--- config.mk ---
export PLATFORM = sky130hd
export DESIGN_NAME = crt_pixel_postprocess
export DESIGN_NICKNAME = d
export VERILOG_FILES = /design/src/sv/crtpp_pkg.sv /design/src/sv/crtpp_fifo.sv /design/src/sv/crtpp_front.sv /design/src/sv/crtpp_back.sv /design/src/sv/crt_pixel_postprocess.sv
export SDC_FILE = /design/constraint.sdc
export NUM_CORES = 1
export LEC_CHECK = 0
export ABC_AREA = 1
export CAP_MARGIN = 20
export CORE_MARGIN = 3
export CORE_UTILIZATION = 55
export CTS_CLUSTER_DIAMETER = 80
export CTS_CLUSTER_SIZE = 10
export DETAILED_ROUTE_END_ITERATION = 7
export DONT_BUFFER_PORTS = 1
export HOLD_SLACK_MARGIN = 0.12
export PLACE_DENSITY_LB_ADDON = 0.25
export RECOVER_POWER = 50
export SLEW_MARGIN = 5
export SYNTH_ARGS = -nofsm -noshare
export SYNTH_HDL_FRONTEND = slang
export SYNTH_SLANG_ARGS = --single-unit
export TNS_END_PERCENT = 30
--- constraint.sdc ---
create_clock -name clk -period 7.9 [get_ports clk]
set_clock_uncertainty 0.15 [all_clocks]
set_input_delay 0.395 -clock clk [delete_from_list [all_inputs] [get_ports clk]]
set_output_delay 0.395 -clock clk [all_outputs]
set_load 0.02 [all_outputs]
--- src/sv/crtpp_pkg.sv ---
// Shared types, register indexes and arithmetic helpers for the CRT pixel post filter.
package crtpp_pkg;

	typedef struct packed {
		logic [7:0] factor;
		logic [7:0] red;
		logic [7:0] green;
		logic [7:0] blue;
	} pixel_t;

	typedef struct packed {
		logic bleed;
		logic blur;
		logic vignette;
	} cfg_t;

	// one accepted pixel as handed from the front to the back
	typedef struct packed {
		pixel_t     pixel;
		logic [2:0] fill;
		logic       row_end;
		logic       frame_end;
		logic       emits;
		logic [2:0] first_k;
	} cmd_t;

	typedef struct packed {
		logic [7:0] red;
		logic [7:0] green;
		logic [7:0] blue;
		logic       row_last;
		logic       frame_last;
	} result_t;

	localparam int unsigned CFG_IDX_W = 2;

	localparam logic [CFG_IDX_W-1:0] REG_BLEED    = 2'd0;
	localparam logic [CFG_IDX_W-1:0] REG_BLUR     = 2'd1;
	localparam logic [CFG_IDX_W-1:0] REG_VIGNETTE = 2'd2;

	// window slots: current pixel sits in slot 4, centre of a mid-row output in slot 2
	localparam logic [2:0] FILL_MAX = 3'd4;
	localparam logic [2:0] K_MID    = 3'd2;
	localparam logic [2:0] K_LAST   = 3'd4;

	// (3*c + n) >> 2
	function automatic logic [7:0] bleed_ch(input logic [7:0] c, input logic [7:0] n);
		logic [9:0] s;
		s = {2'b00, c} + {1'b0, c, 1'b0} + {2'b00, n};
		return s[9:2];
	endfunction

	function automatic pixel_t bleed_px(input pixel_t c, input pixel_t l, input pixel_t r);
		pixel_t p;
		p       = c;
		p.red   = bleed_ch(c.red, l.red);
		p.blue  = bleed_ch(c.blue, r.blue);
		return p;
	endfunction

	// c + (l + r) / 6, saturated; x/6 == (x*171)>>10 for x <= 510
	function automatic logic [7:0] blur_ch(input logic [7:0] c, input logic [7:0] l,
			input logic [7:0] r);
		logic [8:0]  s;
		logic [17:0] q;
		logic [8:0]  v;
		s = {1'b0, l} + {1'b0, r};
		q = {9'd0, s} * 18'd171;
		v = {1'b0, c} + {1'b0, q[17:10]};
		return v[8] ? 8'hFF : v[7:0];
	endfunction

	function automatic logic [7:0] scale_ch(input logic [7:0] c, input logic [7:0] f);
		logic [15:0] p;
		p = {8'd0, c} * {8'd0, f};
		return p[15:8];
	endfunction

endpackage

--- src/sv/crtpp_fifo.sv ---
// Small register-based queue used between front and back and on the result side.
module crtpp_fifo #(
	parameter int unsigned WIDTH = 8,
	parameter int unsigned DEPTH = 4
) (
	input  logic                           clk,
	input  logic                           arst_n,
	input  logic                           push,
	input  logic [WIDTH-1:0]               wdata,
	output logic                           full,
	input  logic                           pop,
	output logic [WIDTH-1:0]               rdata,
	output logic                           empty,
	output logic [$clog2(DEPTH+1)-1:0]     count
);

	localparam int unsigned AW = (DEPTH > 1) ? $clog2(DEPTH) : 1;
	localparam int unsigned CW = $clog2(DEPTH + 1);

	logic [WIDTH-1:0] mem_q [DEPTH];
	logic [AW-1:0]    wr_ptr_q;
	logic [AW-1:0]    rd_ptr_q;
	logic [CW-1:0]    count_q;

	function automatic logic [AW-1:0] next_ptr(input logic [AW-1:0] p);
		return (p == AW'(DEPTH - 1)) ? '0 : p + 1'b1;
	endfunction

	always_ff @(posedge clk) begin
		if (push) begin
			mem_q[wr_ptr_q] <= wdata;
		end
	end

	always_ff @(posedge clk or negedge arst_n) begin
		if (!arst_n) begin
			wr_ptr_q <= '0;
			rd_ptr_q <= '0;
			count_q  <= '0;
		end else begin
			if (push) begin
				wr_ptr_q <= next_ptr(wr_ptr_q);
			end
			if (pop) begin
				rd_ptr_q <= next_ptr(rd_ptr_q);
			end
			if (push && !pop) begin
				count_q <= count_q + 1'b1;
			end else if (pop && !push) begin
				count_q <= count_q - 1'b1;
			end
		end
	end

	assign rdata = mem_q[rd_ptr_q];
	assign full  = (count_q == CW'(DEPTH));
	assign empty = (count_q == '0);
	assign count = count_q;

	a_no_overflow : assert property (@(posedge clk) disable iff (!arst_n)
		push |-> !full || pop)
		else $error("queue written while full");

	a_no_underflow : assert property (@(posedge clk) disable iff (!arst_n)
		pop |-> !empty)
		else $error("queue read while empty");

endmodule

--- src/sv/crtpp_front.sv ---
// Front end: row position tracking and classification of each accepted pixel.
module crtpp_front (
	input  logic                clk,
	input  logic                arst_n,
	input  logic                accept,
	input  crtpp_pkg::pixel_t   pixel,
	input  logic                row_end,
	input  logic                frame_end,
	output crtpp_pkg::cmd_t     cmd
);

	import crtpp_pkg::*;

	logic [2:0] fill_q;
	logic       rend;

	assign rend = row_end || frame_end;

	always_comb begin
		cmd.pixel     = pixel;
		cmd.fill      = fill_q;
		cmd.row_end   = rend;
		cmd.frame_end = frame_end;
		cmd.emits     = rend || (fill_q >= K_MID);
		cmd.first_k   = (rend && (fill_q < K_MID)) ? (K_LAST - fill_q) : K_MID;
	end

	always_ff @(posedge clk or negedge arst_n) begin
		if (!arst_n) begin
			fill_q <= '0;
		end else if (accept) begin
			if (rend) begin
				fill_q <= '0;
			end else if (fill_q != FILL_MAX) begin
				fill_q <= fill_q + 3'd1;
			end
		end
	end

endmodule

--- src/sv/crtpp_back.sv ---
// Back end: pixel window, output sequencer and bleed / blur / vignette pipeline.
module crtpp_back #(
	parameter int unsigned OUT_DEPTH = 4
) (
	input  logic                              clk,
	input  logic                              arst_n,
	input  crtpp_pkg::cfg_t                   cfg,
	input  crtpp_pkg::cmd_t                   cmd,
	input  logic                              cmd_valid,
	output logic                              cmd_pop,
	input  logic [$clog2(OUT_DEPTH+1)-1:0]    out_count,
	output logic                              res_push,
	output crtpp_pkg::result_t                res
);

	import crtpp_pkg::*;

	localparam int unsigned CW = $clog2(OUT_DEPTH + 1);

	typedef struct packed {
		pixel_t centre;
		pixel_t left;
		pixel_t right;
		logic   blur_on;
		logic   row_last;
		logic   frame_last;
	} stage1_t;

	typedef struct packed {
		pixel_t pixel;
		logic   row_last;
		logic   frame_last;
	} stage2_t;

	pixel_t     win_q [4];
	logic       busy_q;
	logic [2:0] k_q;

	pixel_t     loc [5];
	pixel_t     bl  [5];
	logic [4:0] edge_v;
	logic [2:0] k;
	logic [CW:0] used;
	logic       credit_ok;
	logic       issue;
	logic       done;

	logic    s1_valid_q;
	stage1_t st_s1;
	logic    s2_valid_q;
	stage2_t st_s2;
	stage1_t st_next;

	always_comb begin
		for (int i = 0; i < 4; i++) begin
			loc[i] = win_q[i];
		end
		loc[4] = cmd.pixel;
	end

	assign k = busy_q ? k_q : cmd.first_k;

	always_comb begin
		for (int j = 0; j < 5; j++) begin
			edge_v[j] = (3'(j) == (K_LAST - cmd.fill)) || (cmd.row_end && (j == 4));
		end
		bl[0] = loc[0];
		bl[4] = loc[4];
		for (int j = 1; j < 4; j++) begin
			bl[j] = (cfg.bleed && !edge_v[j]) ? bleed_px(loc[j], loc[j-1], loc[j+1]) : loc[j];
		end
	end

	always_comb begin
		st_next.centre     = bl[k];
		st_next.left       = bl[k - 3'd1];
		st_next.right      = (k == K_LAST) ? bl[4] : bl[k + 3'd1];
		st_next.blur_on    = cfg.blur && !edge_v[k] && (k != K_LAST);
		st_next.row_last   = cmd.row_end && (k == K_LAST);
		st_next.frame_last = cmd.frame_end && (k == K_LAST);
	end

	assign used      = {1'b0, out_count} + (CW+1)'(s1_valid_q) + (CW+1)'(s2_valid_q);
	assign credit_ok = used < (CW+1)'(OUT_DEPTH);
	assign issue     = cmd_valid && cmd.emits && credit_ok;
	assign done      = cmd_valid && (!cmd.emits ||
		(credit_ok && (!cmd.row_end || (k == K_LAST))));
	assign cmd_pop   = done;

	always_ff @(posedge clk or negedge arst_n) begin
		if (!arst_n) begin
			busy_q     <= 1'b0;
			k_q        <= K_MID;
			s1_valid_q <= 1'b0;
			s2_valid_q <= 1'b0;
		end else begin
			if (done) begin
				busy_q <= 1'b0;
			end else if (issue) begin
				busy_q <= 1'b1;
				k_q    <= k + 3'd1;
			end
			s1_valid_q <= issue;
			s2_valid_q <= s1_valid_q;
		end
	end

	// entries outside the current row are never used, so no clear on row end
	always_ff @(posedge clk) begin
		if (done) begin
			for (int i = 0; i < 3; i++) begin
				win_q[i] <= win_q[i+1];
			end
			win_q[3] <= cmd.pixel;
		end
		st_s1 <= st_next;
		st_s2.pixel.factor <= st_s1.centre.factor;
		if (st_s1.blur_on) begin
			st_s2.pixel.red   <= blur_ch(st_s1.centre.red, st_s1.left.red, st_s1.right.red);
			st_s2.pixel.green <= blur_ch(st_s1.centre.green, st_s1.left.green,
				st_s1.right.green);
			st_s2.pixel.blue  <= blur_ch(st_s1.centre.blue, st_s1.left.blue,
				st_s1.right.blue);
		end else begin
			st_s2.pixel.red   <= st_s1.centre.red;
			st_s2.pixel.green <= st_s1.centre.green;
			st_s2.pixel.blue  <= st_s1.centre.blue;
		end
		st_s2.row_last   <= st_s1.row_last;
		st_s2.frame_last <= st_s1.frame_last;
	end

	always_comb begin
		res_push = s2_valid_q;
		if (cfg.vignette) begin
			res.red   = scale_ch(st_s2.pixel.red, st_s2.pixel.factor);
			res.green = scale_ch(st_s2.pixel.green, st_s2.pixel.factor);
			res.blue  = scale_ch(st_s2.pixel.blue, st_s2.pixel.factor);
		end else begin
			res.red   = st_s2.pixel.red;
			res.green = st_s2.pixel.green;
			res.blue  = st_s2.pixel.blue;
		end
		res.row_last   = st_s2.row_last;
		res.frame_last = st_s2.frame_last;
	end

	a_credit : assert property (@(posedge clk) disable iff (!arst_n)
		used <= (CW+1)'(OUT_DEPTH))
		else $error("results in flight exceed result queue space");

	a_busy_head : assert property (@(posedge clk) disable iff (!arst_n)
		busy_q |-> cmd_valid && cmd.row_end)
		else $error("row flush in progress without its command");

endmodule

--- src/sv/crt_pixel_postprocess.sv ---
// Top level of the CRT pixel post filter: config registers, front, queues and back.
//
//  channel   | dir | handshake            | payload
//  ----------+-----+----------------------+---------------------------------------------
//  pixel in  | in  | push / full          | red_in green_in blue_in vignette_factor
//            |     |                      | row_end frame_end
//  result    | out | empty / pop          | red_out green_out blue_out row_last frame_last
//  config    | in  | cfg_write            | cfg_index cfg_data
//
//  One pixel per cycle is accepted while the command queue has room; a mid-row pixel
//  gives at most one result, a row end flushes one to three pixels, one result each.
//  Each result passes the back-end registers st_s1 and st_s2 before the result queue.
//  Reset clears pointers, counters and valid bits, not data; there is no clearing pass.
//  The back end stalls on result-queue credit, the front only on a full command queue.
module crt_pixel_postprocess #(
	parameter int unsigned CMD_DEPTH = 4,
	parameter int unsigned OUT_DEPTH = 4
) (
	input  logic                            clk,
	input  logic                            arst_n,
	input  logic                            push,
	output logic                            full,
	input  logic [7:0]                      red_in,
	input  logic [7:0]                      green_in,
	input  logic [7:0]                      blue_in,
	input  logic [7:0]                      vignette_factor,
	input  logic                            row_end,
	input  logic                            frame_end,
	output logic                            empty,
	input  logic                            pop,
	output logic [7:0]                      red_out,
	output logic [7:0]                      green_out,
	output logic [7:0]                      blue_out,
	output logic                            row_last,
	output logic                            frame_last,
	input  logic                            cfg_write,
	input  logic [crtpp_pkg::CFG_IDX_W-1:0] cfg_index,
	input  logic                            cfg_data
);

	import crtpp_pkg::*;

	cfg_t    cfg_q;
	pixel_t  in_pixel;
	cmd_t    cmd_in;
	cmd_t    cmd_head;
	logic    in_fire;
	logic    cmd_empty;
	logic    cmd_pop;
	logic    res_push;
	result_t res_in;
	result_t res_head;
	logic    res_full;
	logic    out_fire;
	logic [$clog2(CMD_DEPTH+1)-1:0] cmd_count;
	logic [$clog2(OUT_DEPTH+1)-1:0] out_count;

	always_ff @(posedge clk or negedge arst_n) begin
		if (!arst_n) begin
			cfg_q <= '{bleed: 1'b1, blur: 1'b1, vignette: 1'b1};
		end else if (cfg_write) begin
			unique case (cfg_index)
				REG_BLEED:    cfg_q.bleed    <= cfg_data;
				REG_BLUR:     cfg_q.blur     <= cfg_data;
				REG_VIGNETTE: cfg_q.vignette <= cfg_data;
				default: ;
			endcase
		end
	end

	assign in_fire  = push && !full;
	assign out_fire = pop && !empty;

	always_comb begin
		in_pixel.factor = vignette_factor;
		in_pixel.red    = red_in;
		in_pixel.green  = green_in;
		in_pixel.blue   = blue_in;
	end

	crtpp_front u_front (
		.clk       (clk),
		.arst_n    (arst_n),
		.accept    (in_fire),
		.pixel     (in_pixel),
		.row_end   (row_end),
		.frame_end (frame_end),
		.cmd       (cmd_in)
	);

	crtpp_fifo #(
		.WIDTH ($bits(cmd_t)),
		.DEPTH (CMD_DEPTH)
	) u_cmd_fifo (
		.clk    (clk),
		.arst_n (arst_n),
		.push   (in_fire),
		.wdata  (cmd_in),
		.full   (full),
		.pop    (cmd_pop),
		.rdata  (cmd_head),
		.empty  (cmd_empty),
		.count  (cmd_count)
	);

	crtpp_back #(
		.OUT_DEPTH (OUT_DEPTH)
	) u_back (
		.clk       (clk),
		.arst_n    (arst_n),
		.cfg       (cfg_q),
		.cmd       (cmd_head),
		.cmd_valid (!cmd_empty),
		.cmd_pop   (cmd_pop),
		.out_count (out_count),
		.res_push  (res_push),
		.res       (res_in)
	);

	crtpp_fifo #(
		.WIDTH ($bits(result_t)),
		.DEPTH (OUT_DEPTH)
	) u_out_fifo (
		.clk    (clk),
		.arst_n (arst_n),
		.push   (res_push),
		.wdata  (res_in),
		.full   (res_full),
		.pop    (out_fire),
		.rdata  (res_head),
		.empty  (empty),
		.count  (out_count)
	);

	assign red_out    = res_head.red;
	assign green_out  = res_head.green;
	assign blue_out   = res_head.blue;
	assign row_last   = res_head.row_last;
	assign frame_last = res_head.frame_last;

	a_res_room : assert property (@(posedge clk) disable iff (!arst_n)
		res_push |-> !res_full)
		else $error("result written into a full result queue");

	a_cmd_count : assert property (@(posedge clk) disable iff (!arst_n)
		cmd_pop |-> cmd_count != '0)
		else $error("command taken from an empty command queue");

endmodule

==> flow_metrics.tcl <==
set metrics [dict create \
    finalNetCount 4584 \
    num_vias 27000 \
    critical_path.startpoint "u_cmd_fifo.rd_ptr_q[0]" \
    r2r-start "u_cmd_fifo.rd_ptr_q[0]" \
    rsz0062_at_grt "false" \
    setup_total_neg_slack_ns 0 \
    yosys_most_used_dff "sky130_fd_sc_hd__edfxtp_1" \
    max_cap_violations 5 \
    hold_path_startpoint "u_back.st_s1[1]" \
    floorplan.core_area_mm2 0.0659 \
    clk-insertion-delay-late_ns 0.61 \
    hp-class "reg -> reg" \
    critical_path_peak_fanout 86 \
    rows 94 \
    first_global_vias 27000 \
    gp_congestion 0.939 \
    cts_tree "yes" \
    report.final.hold_viol_count 0 \
    violations "capacitance limit, slew limit" \
    max_slew.worst_pin.slew_ns 3.59 \
    yosys_register_bits 539 \
    synth_area_mm2 0.0367 \
    cts-root-buf "sky130_fd_sc_hd__clkbuf_16" \
    startpoint_type "register" \
    pre_cts_ws_ns 1.31 \
    cts_inserted_buffers 66 \
    drc 0 \
    required_time_worst_endpoint_ns 8.25 \
    cts.clk_slew.worst_paths_ns 0.06 \
    async_flop_share_pct 4.82 \
    synthDominantAreaCellType "sky130_fd_sc_hd__edfxtp_1" \
    drt_iter0_markers 2311 \
    drv_slew 224 \
    die-area_mm2 0.0698 \
    detailed_place_hpwl_um 58400 \
    syn-num-nets 4580 \
    die_height_um 264 \
    outcome "finished with violations" \
    synth_top_area_share_pct 32.4 \
    synth_enable_flop_cells 396 \
    total_routing_resource_utilization_after_global_routing_pct 23.9 \
    post_synth.cell_area_avg_um2 9.16 \
    antennaDiodeCount 0 \
    worst_slew_margin_rel_pct -139 \
    die_w_um 264 \
    clock_path_buffers 3 \
    router_iterations_before_antenna_repair 7 \
    ys_types 58 \
    fin_crit_sh_pct 85.4 \
    ys_top_cells_by_area "sky130_fd_sc_hd__edfxtp_1 32%, sky130_fd_sc_hd__ha_1 11%, sky130_fd_sc_hd__fa_1 11%" \
    cts.sinks 539 \
    synthesis.yosys.warnings 0 \
    yosysSeqAreaShare_pct 40.6 \
    layout-drive-gt1-share_pct 3.72 \
    drt.antenna.violating_nets 0 \
    worst-endpoint-arrival_ns 7.10 \
    drt-total-wl_um 82500 \
    finalWorstPathRequiredPeriod_ns 6.75 \
    h-tree-depth 3 \
    area_growth_syn_to_layout_pct 8.22 \
    port_buffers 0 \
    postSynthCellCount 4004 \
    floorplan.io_pins 70 \
    synth_most_common_cell "sky130_fd_sc_hd__nand2_1" \
    post_cts_resized 0 \
    grt_max_degree 87 \
    final_critical_path_setup_slack_ns 1.15 \
    post_drt_wl_per_cell_um 16.8 \
    grt_pass1_wl_um 136000 \
    post_synth_most_frequent_cells "783 x sky130_fd_sc_hd__nand2_1, 592 x sky130_fd_sc_hd__inv_1, 396 x sky130_fd_sc_hd__edfxtp_1" \
    fillers 5551 \
    grt_antenna_before_repair 2 \
    start_util_pct 55.7 \
    sum_of_overflow_across_all_layers_after_global_routing 0 \
    avgViaCountPerCell 5.49 \
    maxClockFrequency_mhz 148 \
    report.final.setup_viol 0 \
    post_route_core_utilization_pct 60.2 \
    critical_path.endpoint_type "register" \
    worst-setup-path-type "reg -> reg" \
]
## flip-flops by register name, indices dropped and copies added, names as in the netlist, 2 cells and up
signal               flops
u_back.st_s1            83
u_cmd_fifo.count         3
u_out_fifo.wr_ptr_q      2
u_out_fifo.mem_q       104
u_cmd_fifo.wr_ptr_q      2
cfg_q                    3
u_out_fifo.count         3
u_back.st_s2            32
u_front.fill_q           3
u_back.win_q           128
u_out_fifo.rd_ptr_q      2
u_back.k_q               3
u_cmd_fifo.mem_q       164
u_cmd_fifo.rd_ptr_q      2
u_back.res               2
## critical path, cell delays in order, from the launching register on
cell	delay, ns
sky130_fd_sc_hd__dfrtp_2	0.36
sky130_fd_sc_hd__clkbuf_1	2.52
sky130_fd_sc_hd__o21ai_0	0.40
sky130_fd_sc_hd__o22ai_1	0.34
sky130_fd_sc_hd__clkbuf_1	0.48
sky130_fd_sc_hd__fa_1	0.26
sky130_fd_sc_hd__nand2_1	0.08
sky130_fd_sc_hd__nor2_1	0.15
sky130_fd_sc_hd__inv_1	0.08
sky130_fd_sc_hd__fa_1	0.41
sky130_fd_sc_hd__inv_1	0.12
sky130_fd_sc_hd__a21oi_1	0.07
sky130_fd_sc_hd__o21ai_0	0.29
sky130_fd_sc_hd__nand4_1	0.13
sky130_fd_sc_hd__nand3_1	0.10
sky130_fd_sc_hd__nand2_1	0.07
sky130_fd_sc_hd__nand3_1	0.09
sky130_fd_sc_hd__nand3_1	0.11
sky130_fd_sc_hd__nand2_1	0.12
sky130_fd_sc_hd__nand2_1	0.06
sky130_fd_sc_hd__o21ai_1	0.21
## metrics by stage
step                      hold WS (ns)  instances  cell area (um^2)
after floorplan                -0.0506       4004             36700
after global placement         -0.0498       4757             37400
after detailed placement       -0.0498       4758             37400
after CTS                        0.146       4918             39800
after global routing             0.180       4918             39700
final                            0.173       4918             39700
## metal layers
metal	share of wire (%)	vias up	track usage (%)	wire [um]
met3	7.0	159	4.31	5790
met5	0.015	-	0	12
met4	2.6	2	7.77	2160
met1	43	12700	31.5	35100
met2	48	851	40.2	39500
li1	-	13300	-	-
## worst paths after layout
check | slack, ns | depth (start not counted) | to
max in group asynchronous | 5.48 | 2 | u_cmd_fifo.rd_ptr_q[0]
min in group asynchronous | 0.85 | 2 | u_cmd_fifo.count[0]
worst min register to register | 0.17 | 0 | u_back.res[1]
worst max-delay path | 1.15 | 20 | u_back.st_s1[74]
worst max register to register | 1.15 | 20 | u_back.st_s1[74]
worst min-delay path | 0.17 | 0 | u_back.res[1]
## cell usage in the layout, fill, tap and decap left out, types with 5 or more instances in the layout
master	instances
sky130_fd_sc_hd__dfxtp_1	117
sky130_fd_sc_hd__fa_1	203
sky130_fd_sc_hd__nand2_1	781
sky130_fd_sc_hd__nor2_1	305
sky130_fd_sc_hd__xnor2_1	37
sky130_fd_sc_hd__xor2_1	69
sky130_fd_sc_hd__clkbuf_16	66
sky130_fd_sc_hd__nand3b_1	7
sky130_fd_sc_hd__a31oi_1	10
sky130_fd_sc_hd__a32oi_1	6
sky130_fd_sc_hd__a211oi_1	7
sky130_fd_sc_hd__clkbuf_1	52
sky130_fd_sc_hd__o22ai_1	66
sky130_fd_sc_hd__or2_2	10
sky130_fd_sc_hd__nand4_1	24
sky130_fd_sc_hd__o21ai_1	17
sky130_fd_sc_hd__nor3_1	16
sky130_fd_sc_hd__buf_4	28
sky130_fd_sc_hd__a21o_1	8
sky130_fd_sc_hd__nand2_2	6
sky130_fd_sc_hd__a22o_1	6
sky130_fd_sc_hd__ha_1	331
sky130_fd_sc_hd__o211ai_1	26
sky130_fd_sc_hd__inv_6	5
sky130_fd_sc_hd__a21oi_1	173
sky130_fd_sc_hd__nand3_1	238
sky130_fd_sc_hd__inv_1	592
sky130_fd_sc_hd__a22oi_1	14
sky130_fd_sc_hd__o31ai_1	9
sky130_fd_sc_hd__dlygate4sd3_1	45
sky130_fd_sc_hd__o21bai_1	24
sky130_fd_sc_hd__inv_2	8
sky130_fd_sc_hd__edfxtp_1	396
sky130_fd_sc_hd__o21ai_0	271
sky130_fd_sc_hd__dfrtp_1	21
sky130_fd_sc_hd__mux2i_1	10
## area by class of cell
class	instances	area (um^2)	area share, %
clock buffers	101	1780	4.49
multi-input cells	2710	18800	47.3
inverters	601	2260	5.69
flip-flops and latches	539	14900	37.5
clock inverters	13	164	0.413
repair buffers	90	724	1.83
well taps	864	1080	2.72
## cells by family after synthesis
group | share of synthesized area [%]
and+or+nand+nor | 15.8
adders and majority gates | 22.4
AOI/OAI and AO/OA | 10.0
xor gates and xnor gates | 2.65
buffers and inverters | 8.23
muxes | 0.304
DFF | 40.6
## repair_timing
| action | in CTS | in global routing |
|---|---|---|
| endpoints found under the setup margin | 0 | 0 |
| endpoints found under the hold margin | 176 | 0 |
| hold buffers | 46 | 0 |
| buffers inserted | 0 | 0 |
Power is left out: the tool's default activity adds up to more than one toggle a clock period on the data nets, which glitch-free logic cannot reach.
